`config.mk`:
```
export PLATFORM = sky130hd
export DESIGN_NAME = sse_data_line_deframer_core
export DESIGN_NICKNAME = d
export VERILOG_FILES = /design/src/rtl/ssedl_pkg.sv /design/src/rtl/ssedl_parse.sv /design/src/rtl/sse_data_line_deframer_core.sv
export SDC_FILE = /design/constraint.sdc
export NUM_CORES = 1
export LEC_CHECK = 0
export BUFFER_PORTS_ARGS = -buffer_cell sky130_fd_sc_hd__buf_2
export CORE_MARGIN = 8
export CORE_UTILIZATION = 40
export CTS_BUF_LIST = sky130_fd_sc_hd__clkbuf_16
export DETAILED_ROUTE_END_ITERATION = 7
export GPL_TIMING_DRIVEN = 0
export PLACE_DENSITY_LB_ADDON = 0.3
export SLEW_MARGIN = 25
export SYNTH_ARGS = -nofsm -noshare
export SYNTH_HDL_FRONTEND = slang
export SYNTH_SLANG_ARGS = --single-unit
```
`constraint.sdc`:
```
create_clock -name clock -period 16.55 [get_ports clock]
set_input_delay 0.8275 -clock clock [delete_from_list [all_inputs] [get_ports clock]]
set_output_delay 0.8275 -clock clock [all_outputs]
set_load 0.02 [all_outputs]
```
`src/rtl/ssedl_pkg.sv`:
```
// Shared constants, types and the line character step of the data-line deframer.
package ssedl_pkg;

   // Character codes
   localparam logic [7:0] CH_CR    = 8'h0D;
   localparam logic [7:0] CH_LF    = 8'h0A;
   localparam logic [7:0] CH_SPACE = 8'h20;

   // Line stage codes: 0..4 count matched prefix characters
   localparam int          STAGE_W         = 3;
   localparam logic [2:0]  STAGE_START     = 3'd0;
   localparam logic [2:0]  STAGE_OPT_SPACE = 3'd5;
   localparam logic [2:0]  STAGE_PAYLOAD   = 3'd6;
   localparam logic [2:0]  STAGE_DISCARD   = 3'd7;

   // Default depth of the result queue
   localparam int RSP_DEPTH_DEFAULT = 4;

   // Result of one committed line character
   typedef struct packed {
      logic [STAGE_W-1:0] stage;
      logic               has_data;
      logic               emit;
      logic [7:0]         data;
   } char_out_type;

   // Up to two results of one input word, in delivery order
   typedef struct packed {
      logic [1:0] count;
      logic [7:0] data0;
      logic       mark0;
      logic [7:0] data1;
      logic       mark1;
   } step_out_type;

   // Expected character of the "data:" prefix at each matched position
   function automatic logic [7:0] prefix_char(input logic [STAGE_W-1:0] stage);
      logic [7:0] c;
      case (stage)
         3'd0:    c = 8'h64; // d
         3'd1:    c = 8'h61; // a
         3'd2:    c = 8'h74; // t
         3'd3:    c = 8'h61; // a
         3'd4:    c = 8'h3A; // :
         default: c = 8'h00;
      endcase
      return c;
   endfunction

   // Advance the line state by one committed character
   function automatic char_out_type line_char(input logic [7:0] c,
                                              input logic [STAGE_W-1:0] stage,
                                              input logic has_data);
      char_out_type r;
      r.stage    = stage;
      r.has_data = has_data;
      r.emit     = 1'b0;
      r.data     = c;
      if (stage < STAGE_OPT_SPACE) begin
         if (c == prefix_char(stage)) begin
            r.stage = stage + 3'd1;
            // separator before a further data line of the event
            if (r.stage == STAGE_OPT_SPACE && has_data) begin
               r.emit = 1'b1;
               r.data = CH_LF;
            end
         end else begin
            r.stage = STAGE_DISCARD;
         end
      end else if (stage == STAGE_OPT_SPACE) begin
         r.stage = STAGE_PAYLOAD;
         if (c != CH_SPACE) begin
            r.emit     = 1'b1;
            r.has_data = 1'b1;
         end
      end else if (stage == STAGE_PAYLOAD) begin
         r.emit     = 1'b1;
         r.has_data = 1'b1;
      end
      return r;
   endfunction

endpackage

```
`src/rtl/ssedl_parse.sv`:
```
// Line parser: holds the line and event state and turns one word into up to two results.
module ssedl_parse
   import ssedl_pkg::*;
(
   input  logic         clock,
   input  logic         reset,
   input  logic         fire,
   input  logic [7:0]   in_byte,
   output step_out_type step_out
);

   logic [STAGE_W-1:0] stage_ff, stage_in;
   logic               held_ff, held_in;
   logic               content_ff, content_in;
   logic               has_data_ff, has_data_in;

   char_out_type       first_res;
   char_out_type       second_res;
   logic               do_first;
   logic               do_second;
   logic [STAGE_W-1:0] mid_stage;
   logic               mid_has_data;
   logic               is_lf;
   logic               is_cr;

   assign is_lf = (in_byte == CH_LF);
   assign is_cr = (in_byte == CH_CR);

   // Release a held CR before anything but LF; then handle the word itself
   assign do_first     = held_ff && !is_lf;
   assign do_second    = !is_lf && !is_cr;
   assign first_res    = line_char(CH_CR, stage_ff, has_data_ff);
   assign mid_stage    = do_first ? first_res.stage : stage_ff;
   assign mid_has_data = do_first ? first_res.has_data : has_data_ff;
   assign second_res   = line_char(in_byte, mid_stage, mid_has_data);

   // Work out results and next state
   always_comb begin
      stage_in         = stage_ff;
      held_in          = held_ff;
      content_in       = content_ff;
      has_data_in      = has_data_ff;
      step_out         = '0;
      if (is_lf) begin
         held_in    = 1'b0;
         stage_in   = STAGE_START;
         content_in = 1'b0;
         // blank line closes a non-empty event
         if (!content_ff && has_data_ff) begin
            step_out.count = 2'd1;
            step_out.data0 = 8'h00;
            step_out.mark0 = 1'b1;
            has_data_in    = 1'b0;
         end
      end else begin
         held_in     = is_cr;
         content_in  = content_ff || do_first || do_second;
         stage_in    = do_second ? second_res.stage : mid_stage;
         has_data_in = do_second ? second_res.has_data : mid_has_data;
         if (do_first && first_res.emit) begin
            step_out.count = 2'd1;
            step_out.data0 = first_res.data;
            if (do_second && second_res.emit) begin
               step_out.count = 2'd2;
               step_out.data1 = second_res.data;
            end
         end else if (do_second && second_res.emit) begin
            step_out.count = 2'd1;
            step_out.data0 = second_res.data;
         end
      end
   end

   // Hold state, advance on each processed word
   always_ff @(posedge clock) begin
      if (reset) begin
         stage_ff    <= STAGE_START;
         held_ff     <= 1'b0;
         content_ff  <= 1'b0;
         has_data_ff <= 1'b0;
      end else if (fire) begin
         stage_ff    <= stage_in;
         held_ff     <= held_in;
         content_ff  <= content_in;
         has_data_ff <= has_data_in;
      end
   end

endmodule

```
`src/rtl/sse_data_line_deframer_core.sv`:
```
// Top level of the server-sent-events data-line deframer.
// Takes the event stream one byte word per cycle while req_stall is low and delivers the
// payload bytes of "data:" lines, LF separators between data lines of one event, and an
// end marker (event_end high, byte zero) when a blank line closes a non-empty event. An
// accepted word is registered, processed by the line parser once the queue has room for
// two more results, and its zero, one or two results are written into a result queue of
// RSP_DEPTH entries. A new word is accepted every cycle while the queue has room for two
// more results; the queue drains one result per cycle while rsp_stall is low, so words
// that give two results set the sustained rate at the output side. The first result of a
// word passes the input register and the result queue before it is offered.
module sse_data_line_deframer_core
   import ssedl_pkg::*;
#(
   parameter int RSP_DEPTH = RSP_DEPTH_DEFAULT
) (
   input  logic       clock,
   input  logic       reset,
   input  logic       req_valid,
   output logic       req_stall,
   input  logic [7:0] req_in_byte,
   output logic       rsp_valid,
   input  logic       rsp_stall,
   output logic [7:0] rsp_out_byte,
   output logic       rsp_event_end
);

   localparam int PTR_W = (RSP_DEPTH > 1) ? $clog2(RSP_DEPTH) : 1;
   localparam int CNT_W = $clog2(RSP_DEPTH + 1);
   localparam logic [PTR_W-1:0] PTR_LAST  = PTR_W'(RSP_DEPTH - 1);
   localparam logic [CNT_W-1:0] CNT_ROOM2 = CNT_W'(RSP_DEPTH - 2);

   logic             in_valid_ff, in_valid_in;
   logic [7:0]       in_byte_ff;
   logic             req_take;
   logic             fire;
   step_out_type     step_out;

   logic [8:0]       queue_mem [RSP_DEPTH];
   logic [PTR_W-1:0] wr_ptr_ff, wr_ptr_in;
   logic [PTR_W-1:0] rd_ptr_ff, rd_ptr_in;
   logic [CNT_W-1:0] count_ff, count_in;
   logic [PTR_W-1:0] wr_ptr_nx;
   logic             pop;

   // Input register: take a word while the previous one is processed or gone
   assign fire        = in_valid_ff && (count_ff <= CNT_ROOM2);
   assign req_stall   = in_valid_ff && !fire;
   assign req_take    = req_valid && !req_stall;
   assign in_valid_in = req_take ? 1'b1 : (fire ? 1'b0 : in_valid_ff);

   always_ff @(posedge clock) begin
      if (reset) begin
         in_valid_ff <= 1'b0;
      end else begin
         in_valid_ff <= in_valid_in;
      end
   end

   always_ff @(posedge clock) begin
      if (req_take) begin
         in_byte_ff <= req_in_byte;
      end
   end

   ssedl_parse u_parse (
      .clock    (clock),
      .reset    (reset),
      .fire     (fire),
      .in_byte  (in_byte_ff),
      .step_out (step_out)
   );

   // Result queue pointers
   assign pop       = rsp_valid && !rsp_stall;
   assign wr_ptr_nx = (wr_ptr_ff == PTR_LAST) ? '0 : wr_ptr_ff + 1'b1;

   always_comb begin
      wr_ptr_in = wr_ptr_ff;
      if (fire && step_out.count == 2'd1) begin
         wr_ptr_in = wr_ptr_nx;
      end else if (fire && step_out.count == 2'd2) begin
         wr_ptr_in = (wr_ptr_nx == PTR_LAST) ? '0 : wr_ptr_nx + 1'b1;
      end
      rd_ptr_in = rd_ptr_ff;
      if (pop) begin
         rd_ptr_in = (rd_ptr_ff == PTR_LAST) ? '0 : rd_ptr_ff + 1'b1;
      end
      count_in = count_ff + (fire ? CNT_W'(step_out.count) : '0) - CNT_W'(pop);
   end

   always_ff @(posedge clock) begin
      if (reset) begin
         wr_ptr_ff <= '0;
         rd_ptr_ff <= '0;
         count_ff  <= '0;
      end else begin
         wr_ptr_ff <= wr_ptr_in;
         rd_ptr_ff <= rd_ptr_in;
         count_ff  <= count_in;
      end
   end

   // Write results into the queue
   always_ff @(posedge clock) begin
      if (fire && step_out.count != 2'd0) begin
         queue_mem[wr_ptr_ff] <= {step_out.data0, step_out.mark0};
      end
      if (fire && step_out.count == 2'd2) begin
         queue_mem[wr_ptr_nx] <= {step_out.data1, step_out.mark1};
      end
   end

   // Present the oldest result
   assign rsp_valid     = (count_ff != '0);
   assign rsp_out_byte  = queue_mem[rd_ptr_ff][8:1];
   assign rsp_event_end = queue_mem[rd_ptr_ff][0];

endmodule

```
Yosys cells after proc, flatten, opt, wreduce, memory -nomap -nowiden
Memory sizes are Yosys's and may differ from the RTL's. A register that Yosys moved wholly into a read port is not among the register bits.
Cells that the tools add are included.

word-level totals
  input bits = 12
  memories kept = 1
  bits in registers = 22
  word-level logic and storage cells = 133
  memory bits (writable) = 36
  output and inout port bits = 11

cells by class
  order comparisons = 3
  multiplexer cells = 57
  add/sub/neg operators = 7
  reductions and logical operators = 31
  equality and inequality tests = 25

memory list
  memory     depth  bits a word  rd ports  clocked after memory_dff  wr ports  line                               text
  queue_mem  4      9            1         1                         2         sse_data_line_deframer_core.sv:38  logic [8:0] queue_mem [RSP_DEPTH];

operator list
  cell                                                              count
  8-bit 2-to-1 mux                                                  7
  7-bit case mux with 4 select lines                                2
  9-bit 2-to-1 mux                                                  5
  10-bit 2-to-1 mux                                                 3
  2-bit 2-to-1 mux                                                  14
  3-bit 2-to-1 mux                                                  9
  3-bit == test (second input constant)                             8
  1-bit 2-to-1 mux                                                  17
  8-bit by 4-bit == test with 1-bit output (second input constant)  2
  1-bit logical AND                                                 14
  3-bit by 2-bit == test with 1-bit output (second input constant)  4
  2-bit == test (second input constant)                             4
  4-bit by 8-bit == test with 1-bit output (first input constant)   1
  8-bit == test                                                     1
  8-bit by 6-bit != test with 1-bit output (second input constant)  1
  2-bit by 1-bit adder with 2-bit output (second input constant)    3
  3-bit by 1-bit adder with 3-bit output (second input constant)    2
  3-bit by 1-bit == test with 1-bit output (second input constant)  2
  1-bit zero test                                                   6
  3-bit zero test                                                   2
  3-bit < comparator (second input constant)                        2
  2-bit nonzero test                                                3
  2-bit OR reduction                                                2
  3-bit by 2-bit adder with 3-bit output                            1
  7 further kinds                                                   8

Depth between registers and ports, before layout
Gate-level depths: netlist of run 1.

  word-level depth = 23
  gate-level depth with buffers = 26
  mapped depth without buffers = 24

By module
Synthesis of run 1 repeated with hierarchy kept, for this count alone.

unflattened totals
  cells, all modules = 312
  area, all modules = 3712.3 µm²

by module, submodules not included
  module                       area each (µm²)  cells each  seq. area each (µm²)  instances
  sse_data_line_deframer_core  2726.4           173         1521.5                1
  ssedl_parse                  985.9            139         120.1                 1

Worst setup path after synthesis of run 1
OpenSTA, ideal clock, no wires.

  path type = reg-to-reg
  start point = reg in_byte_ff[4]
  end point = reg count_ff[2]
  stages on the path, launching flop included = 26
  setup time = 0.128 ns
  clock period less this slack = 5.574 ns
  required time = 16.422 ns
  slack = 10.976 ns
  path buffers = 2
  arrival = 5.446 ns
  cell sequence = edfxtp_1 or3_1 o31a_1 nand3_1 clkbuf_1 o21ai_0 clkinv_1 ha_1 clkbuf_1 nor2_1 o311ai_0 o211ai_1 or4_1 nor3b_1 or2_1 ha_1 nor2b_1 o21ai_1 ha_1 inv_1 ha_1 inv_1 fa_1 xnor2_1 xnor2_1 nor2_1

on the way
  cells in the longest elaborated chain, start to end = 18
  elaborated cells on any way between the ends = 39
  those cells by class = add/sub (3); order compare (1); eq/ne (11); mux (15); reduce/logical (9)

ends and longest elaborated chain
  item                                                                                                         line                                  text
  start, declared                                                                                              sse_data_line_deframer_core.sv:33     logic [7:0] in_byte_ff;
  start signal, assigned                                                                                       sse_data_line_deframer_core.sv:61     in_byte_ff <= req_in_byte;
  8-bit by 4-bit == test with 1-bit output                                                                     ssedl_parse.sv:26                     assign is_lf = (in_byte == CH_LF);
  1-bit zero test                                                                                              ssedl_parse.sv:30, ssedl_parse.sv:31
  1-bit logical AND                                                                                            ssedl_parse.sv:30                     assign do_first = held_ff && !is_lf;
  3-bit 2-to-1 mux                                                                                             ssedl_parse.sv:33                     assign mid_stage = do_first ? first_res.stage : stage_ff;
  3-bit by 1-bit == test with 1-bit output / 3-bit by 2-bit == test with 1-bit output (equally long branches)  ssedl_pkg.sv:39                       case (stage)
  2-bit OR reduction (no line)                                                                                 n/a
  7-bit case mux with 4 select lines                                                                           ssedl_pkg.sv:39
  8-bit 2-to-1 mux                                                                                             ssedl_pkg.sv:59                       if (stage < STAGE_OPT_SPACE) begin
  [... 2 more ...]                                                                                             n/a
  1-bit 2-to-1 mux                                                                                             ssedl_pkg.sv:59
  1-bit logical AND                                                                                            ssedl_parse.sv:63, ssedl_parse.sv:67
  9-bit 2-to-1 mux / 2-bit 2-to-1 mux (equally long branches)                                                  ssedl_parse.sv:67, ssedl_parse.sv:63
  10-bit 2-to-1 mux                                                                                            ssedl_parse.sv:60                     if (do_first && first_res.emit) begin
  10-bit 2-to-1 mux (*)                                                                                        ssedl_parse.sv:44                     if (is_lf) begin
  2-bit 2-to-1 mux (*)                                                                                         sse_data_line_deframer_core.sv:88     count_in = count_ff + (fire ? CNT_W'(step_out.count) : '0) - CNT_W'(pop);
  3-bit by 2-bit adder with 3-bit output (*)                                                                   sse_data_line_deframer_core.sv:88
  3-bit by 1-bit subtractor with 3-bit output (*)                                                              sse_data_line_deframer_core.sv:88
  end signal, assigned                                                                                         sse_data_line_deframer_core.sv:99     count_ff <= count_in;
  end, declared                                                                                                sse_data_line_deframer_core.sv:41     logic [CNT_W-1:0] count_ff, count_in;

Mark *: on every way between the ends. The rest lies on a longest branch, timed or not. The select of a mux whose other input is x is not followed.
A chain may end at the register's enable or synchronous reset.

==> metrics.md, run 1 <==
| Metric | Value |
|---|---|
| Status | `complete, no violations` |
| # diodes | `0` |
| First-pass GRT wire length | `12010 um` |
| Flop2flop setup slack | `9.91 ns` |
| Area occupied by multi-input gates | `1602 um2` |
| CTS clock-pin slew for the worst setup and hold paths | `0.05 ns` |
| Worst-path fanout max | `10` |
| Share of the synthesized area in the top cell type | `36.27%` |
| Clock period minus worst slack | `6.641 ns` |
| Largest family of logic cells by synthesized area | `simple AND/OR/NAND/NOR gates` |
| CP endpoint kind | `flop` |
| Synth area leaders | `edfxtp_1, dfxtp_1, mux4_2` |
| Initial DRC Count | `95` |
| Unrepaired setup endpoints after global routing | `false` |
| Post-route DRC | `0` |
| Total CTS buffers | `9` |
| Clock buffer depth | `2` |
| Hold Fails Final Rpt | `0` |
| Top cells by instance count after synthesis | `nor2_1, edfxtp_1, nand2_1` |
| Row count | `33` |
| NumNets Final | `381` |
| Period utilization | `40.13%` |
| Compound-Gate Fraction of Synth Area | `16.24%` |
| Max Freq | `150.6 MHz` |
| Root Driver | `clkbuf_16` |
| Multiplexer share of the synthesized area | `8.236%` |
| Hold_buf cts | `0` |
| Vias/cell | `5.461` |
| Worst hold stages | `2` |
| Vias | `2523` |
| Post-synth top area cell | `edfxtp_1` |
| Port Buf Inserts | `22` |
| Most frequent cell after synthesis | `nor2_1` |
| Dpl hpwl | `5312 um` |
| Die height | `107.0 um` |
| Chip Width | `107.0 um` |
| Min-delay worst type | `reg -> reg` |
| Area growth, synth to finish | `16.13%` |
| GRT Total Usage | `13.34%` |
| Syn nets | `348` |
| Share of cells above drive strength 1 | `15.13%` |
| Syn Area/Cell | `10.38 um2` |
| Post-DP Area | `3553 um2` |
| Hold_sp | `u_parse.content_ff$_SDFFE_PP0P_` |
| Placer Congestion | `0.8891` |
| Avg WL per Cell | `15.84 um` |
| Pin count of the biggest net entering global routing | `12` |
| Leakage | `1.380 nW` |
| Least-Margin Pin Slew | `0.7664 ns` |
| Postcts setup bufs | `0` |
| Clk_lat worst skew | `0.33 ns` |
| Post-synth top flop | `edfxtp_1` |
| Die ar. | `11450 um2` |
| Starting Density | `40.72%` |
| Reg2Reg Depth | `19` |
| Worst r2r dst | `queue_mem[0][8]$_DFFE_PP_` |
| Number of synthesized flops with an enable pin | `40` |
| Fin. max-slew vios | `0` |
| H-tree depth | `3` |
| Post-Route Skew | `0.007243 ns` |
| Design area | `3846 um2` |
| IO Count | `23` |
| Yosys reg bits | `60` |
| Simple-Gate Fraction of Synth Area | `16.43%` |
| Post-Route WL | `7317 um` |
| Worst EP required | `16.60 ns` |
| Crit start category | `flop` |
| Max Cap Violations | `0` |
| Share of the yosys chip area belonging to registers | `48.36%` |
| Fill count | `757` |
| Setup WS pre-CTS | `9.990 ns` |
| CP Data Arrival Time | `6.70 ns` |
| FF-to-FF Start | `in_byte_ff[4]$_DFFE_PP_` |
| Grt total ovfl | `0` |
| Peak VDD IR | `50.67 uV` |
| Xor/xnor cell area share of the yosys netlist | `0.7934%` |
| WS Path Type | `reg -> reg` |
| Final Setup Violations | `0` |
| Yosys cell types | `55` |
| Drt pass-1 iters | `4` |
| Post_cts resized | `0` |
| Post-synthesis async set-or-reset flop share | `0%` |
| YS warnings | `0` |
| Synth Instances | `319` |
| Clk sink count | `60` |
| CTS tree | `built` |
| Reg area | `1602 um2` |
| Adder-cell area share of the yosys netlist | `6.649%` |
| Core Box Area | `8134 um2` |
| Mapped Area | `3312 um2` |
| Hold EP | `u_parse.content_ff$_SDFFE_PP0P_` |
| Final WS setup | `9.909 ns` |
| Design Power | `0.0004508 W` |
| Max-slew headroom | `48.91%` |
| Post-layout util | `47.29%` |
| Initial antenna violation count | `0` |
| Vias in the first global route | `2464` |
| Sum of negative setup slack | `0 ns` |
| Post-DRT Antenna Nets | `0` |
| Pwr dens | `117.2 nW/um2` |
==> worst max path at each step <==
stage,from,endpoint,cells after the start,slack [ns]
after global routing,in_byte_ff[4]$_DFFE_PP_,queue_mem[2][8]$_DFFE_PP_,19,9.35
after detailed placement,in_byte_ff[4]$_DFFE_PP_,queue_mem[0][8]$_DFFE_PP_,19,9.99
after CTS,in_byte_ff[4]$_DFFE_PP_,queue_mem[0][8]$_DFFE_PP_,19,9.93
after global placement,in_byte_ff[4]$_DFFE_PP_,queue_mem[2][7]$_DFFE_PP_,19,10.11
final,in_byte_ff[4]$_DFFE_PP_,queue_mem[0][8]$_DFFE_PP_,19,9.91
after floorplan,in_byte_ff[4]$_DFFE_PP_,count_ff[2]$_SDFF_PP0_,25,10.98
==> through the flow <==
stage	hold slack, ns	instances
after global placement	0.4720	446
after floorplan	0.4475	319
after CTS	0.5021	462
final	0.4939	462
after global routing	0.5175	462
after detailed placement	0.4750	446
==> area by class of cell <==
cell class	count	area share [%]
Buffer	15	1.561
Clock buffer	9	5.856
Clock inverter	7	1.757
Inverter	13	1.269
Multi-Input combinational cell	231	41.64
Sequential cell	60	41.64
Tap cell	105	3.416
Timing Repair Buffer	22	2.863
==> flip-flops by register name (all words and copies together) (netlist names), named ones only <==
register / count
u_parse.held_ff: 1
u_parse.stage_ff: 3
rd_ptr_ff: 2
in_byte_ff: 8
queue_mem: 36
count_ff: 3
in_valid_ff: 1
u_parse.has_data_ff: 1
wr_ptr_ff: 2
u_parse.content_ff: 1
==> cell families (layout without fill, tap and decap cells) <==
group,after synthesis,after routing
AOI/OAI and AO/OA,80,80
xor gates and xnor gates,3,3
adders and majority gates,17,17
buffers and inverters,28,66
DFF,60,60
muxes,16,16
and+or+nand+nor,115,115
==> layer usage <==
| metal | track usage, % | vias up | routed length, um |
|---|---|---|---|
| met5 | 0 | - | 0 |
| met4 | 6.734 | 0 | 60 |
| met3 | 2.639 | 4 | 338 |
| met2 | 22.07 | 52 | 3584 |
| met1 | 16.20 | 1212 | 3333 |
| li1 | - | 1255 | - |
==> worst max-delay path, stage by stage, from the launching register on <==
cell and delay (ns):
edfxtp_1 0.46, or3_1 0.50, o31a_1 0.44, nand3_1 0.14, clkbuf_1 0.34, o21ai_0 0.35, clkinv_1 0.17, ha_1 0.15
clkbuf_1 0.30, nor2_1 0.12, o311ai_0 0.30, o211ai_1 0.13, or4_1 0.45, nor3b_1 0.44, or2_1 0.18, ha_1 0.26
nor4b_2 0.67, nand2_1 0.28, a31oi_1 0.58, nor2_1 0.11
==> power breakdown <==
part / internal (W) / leakage, nW / switching [W]
registers: 0.000169 / 0.524 / 0.00000735
clock network: 0.000115 / 0.139 / 0.0000647
logic: 0.0000413 / 0.718 / 0.0000534
==> layout by cell type, fill, tap and decap left out, types with 8 or more instances in the layout <==
cell type	instances
nor2_1	46
edfxtp_1	40
nand2_1	29
buf_2	25
a21oi_1	23
dfxtp_1	20
ha_1	16
inv_1	12
clkbuf_1	11
nor2b_1	10
o21ai_0	10
mux4_2	9
clkbuf_16	9
a32o_1	8
Note: power is estimated with default switching activity, not from simulation.
==> run 2, diff against run 1 <==
Settings changed: ABC_AREA set to 1.
Clock period 16.55 ns to 6.2 ns, I/O delays scaled along.
==> run 2 against run 1 <==
Synthesized area grew 7.5%. Routed wire length grew 16%. Clock power rose to 2.9 times the previous value. Critical path type unchanged. Register-to-register slack got worse by 8.6 ns. Core utilization grew 0.22 points. Sequential share of layout area is 2.8 points lower. Largest cell class is now multi-input combinational cells. Largest power group unchanged. Fmax increased by 35%. Final cell count is 21% higher. Critical path depth up 3. Critical endpoint is now queue_mem[3][8]$_DFFE_PP_. Worst setup slack got worse by 8.6 ns.
==> metrics.md, run 2 <==
| Metric | Value |
|---|---|
| Status | `complete, no violations` |
| Fill count | `862` |
| Fin. max-slew vios | `0` |
| Commonest non-fill, non-tap cell in the layout | `nand2_1` |
| Biggest register | `queue_mem` |
| Syn nets | `443` |
| Largest register FFs | `36` |
| Clk sink count | `60` |
| Grt total ovfl | `0` |
| Clock period minus worst slack | `4.928 ns` |
| Vias | `2959` |
| Final Setup Violations | `0` |
| # diodes | `0` |
| Mapped Area | `3561 um2` |
| Yosys reg bits | `60` |
| H-tree depth | `3` |
| Max Cap Violations | `0` |
| Initial antenna violation count | `0` |
| Clk_lat worst skew | `0.33 ns` |
| Post-synth top area cell | `edfxtp_1` |
| Post-synthesis async set-or-reset flop share | `0%` |
| Hold_buf cts | `0` |
| Post-Route WL | `8477 um` |
| IO Count | `23` |
| YS warnings | `0` |
| First-pass GRT wire length | `13690 um` |
| Number of synthesized flops with an enable pin | `40` |
| Post-DP Area | `3806 um2` |
| Avg WL per Cell | `15.14 um` |
| Clock buffer depth | `2` |
| Die height | `110.4 um` |
| Crit-path max cell delay | `0.47 ns` |
| Top cells by instance count after synthesis | `nand2_1, nor2_1, inv_1` |
| Design Power | `0.001388 W` |
| Row count | `34` |
| Unrepaired setup endpoints after global routing | `false` |
| NumNets Final | `476` |
| Setup WS pre-CTS | `1.285 ns` |
| CTS tree | `built` |
| Pin count of the biggest net entering global routing | `12` |
| Commonest non-fill, non-tap cells in the layout | `nand2_1, nor2_1, inv_1` |
| Root Driver | `clkbuf_16` |
| CP endpoint kind | `flop` |
| Core Box Area | `8678 um2` |
| Biggest regs | `queue_mem (36), in_byte_ff (8)` |
| Area growth, synth to finish | `15.78%` |
| Hold Fails Final Rpt | `0` |
| Worst-path fanout max | `9` |
| Drt pass-1 iters | `5` |
| Initial DRC Count | `165` |
| Synth Instances | `414` |
| GRT Total Usage | `14.59%` |
| Post-route DRC | `0` |
| Dpl hpwl | `6269 um` |
| Vias in the first global route | `2932` |
| Period utilization | `79.49%` |
| Post-DRT Antenna Nets | `0` |
| Syn Area/Cell | `8.601 um2` |
| Share of the yosys chip area belonging to registers | `44.98%` |
| Share of the synthesized area in the top cell type | `33.73%` |
| Peak VDD IR | `183.5 uV` |
| Placer Congestion | `0.8693` |
| Final WS setup | `1.272 ns` |
| WS Path Type | `reg -> reg` |
| Yosys cell types | `42` |
| Post-synth top flop | `edfxtp_1` |
| Port Buf Inserts | `22` |
| Cell mode on critical path | `inv_1` |
| CTS clock-pin slew for the worst setup and hold paths | `0.05 ns` |
| Leakage | `1.747 nW` |
| Total CTS buffers | `9` |
| Least-Margin Pin Slew | `0.6895 ns` |
| Starting Density | `41.03%` |
| Design area | `4123 um2` |
| Post-Route Skew | `0.006726 ns` |
| Min-delay worst type | `in -> reg` |
| Max-slew headroom | `53.87%` |
| Crit start category | `flop` |
| Die ar. | `12180 um2` |
| Post_cts resized | `0` |
| Most frequent cell after synthesis | `nand2_1` |
| Postcts setup bufs | `0` |
| CP Data Arrival Time | `4.91 ns` |
| Worst EP required | `6.18 ns` |
| Post-layout util | `47.51%` |
| Share of cells above drive strength 1 | `17.92%` |
| Chip Width | `110.4 um` |
| Synth area leaders | `edfxtp_1, dfxtp_1, nand2_1` |
| Pwr dens | `336.7 nW/um2` |
| CP max stage cell | `o21ai_0` |
| Max Freq | `202.9 MHz` |
| Critical path, cell by cell | `inv_2 -> nand2_1 -> nor2_1 -> nand2_4 -> nand2_8 -> inv_1 -> o21ai_0 -> inv_1 -> ha_1 -> ha_1 -> nor4_4 -> nand4_4 -> nand2_4 -> ha_1 -> nand2_1 -> inv_1 -> nand2_1 -> nor2_1 -> inv_1 -> nor2_2 -> inv_1 -> nand2_1` |
| Sum of negative setup slack | `0 ns` |
| Vias/cell | `5.284` |
[run 2: cell types whose count changed after synthesis, moves of 9 or more]
cell and delta:
a21oi_1 -13, nor2b_1 -10, nand2_1 +36, nand3_1 +16
mux4_2 -9, o21ai_0 +18, inv_2 +9, nand4_1 +10
inv_1 +38, o22ai_1 +26
[run 2: cell families (layout without fill, tap and decap cells)]
| family | after synthesis | count (layout) | share of synthesized area, % |
|---|---|---|---|
| AOI/OAI and AO/OA | 84 | 84 | 14.62 |
| xor gates and xnor gates | 3 | 3 | 0.7380 |
| adders and majority gates | 17 | 17 | 6.184 |
| buffers and inverters | 70 | 108 | 7.800 |
| DFF | 60 | 60 | 44.98 |
| and+or+nand+nor | 180 | 180 | 25.69 |
[run 2: critical path: cells and delay by family, from the launching register on]
family	cells	cell delay (ns)
and+or+nand+nor	12	2.16
buffers and inverters	6	0.77
adders and majority gates	3	0.74
AOI/OAI and AO/OA	1	0.47
DFF	1	0.44
[run 2: worst paths after layout]
kind	from	end	slack (ns)	cells past startpoint
hold / removal	req_in_byte[2]	in_byte_ff[2]$_DFFE_PP_	0.16	1
setup reg to reg	in_byte_ff[2]$_DFFE_PP_	queue_mem[3][8]$_DFFE_PP_	1.27	22
hold reg to reg	queue_mem[2][0]$_SDFFE_PP0P_	queue_mem[2][0]$_SDFFE_PP0P_	0.48	2
setup / recovery	in_byte_ff[2]$_DFFE_PP_	queue_mem[3][8]$_DFFE_PP_	1.27	22
[run 2: final cells by class]
type,instances,area [um2],share of cell area [%]
flip-flops and latches,60,1602,38.85
clock buffers,9,225.2,5.463
inverters,62,237.7,5.766
multi-input cells,284,1682,40.79
clock inverters,7,91.34,2.215
plain buffers,8,40.04,0.9712
repair buffers,22,110.1,2.671
well taps,108,135.1,3.278
[run 2: where the power goes]
group	internal, W	switching (W)
Clock	0.000350	0.000176
Sequential	0.000454	0.0000251
Combinational	0.000131	0.000253
[run 2: layer usage]
metal,wire [um],track usage (%)
met5,0,0
met1,3472,16.04
met4,137,6.185
met3,565,3.953
met2,4302,25.87
[run 2: stage by stage]
step                      instances  hold WS (ns)
after global routing            560        0.1485
after floorplan                 414        0.4089
after global placement          544        0.4625
final                           560        0.1558
after CTS                       560        0.1487
after detailed placement        544        0.4673
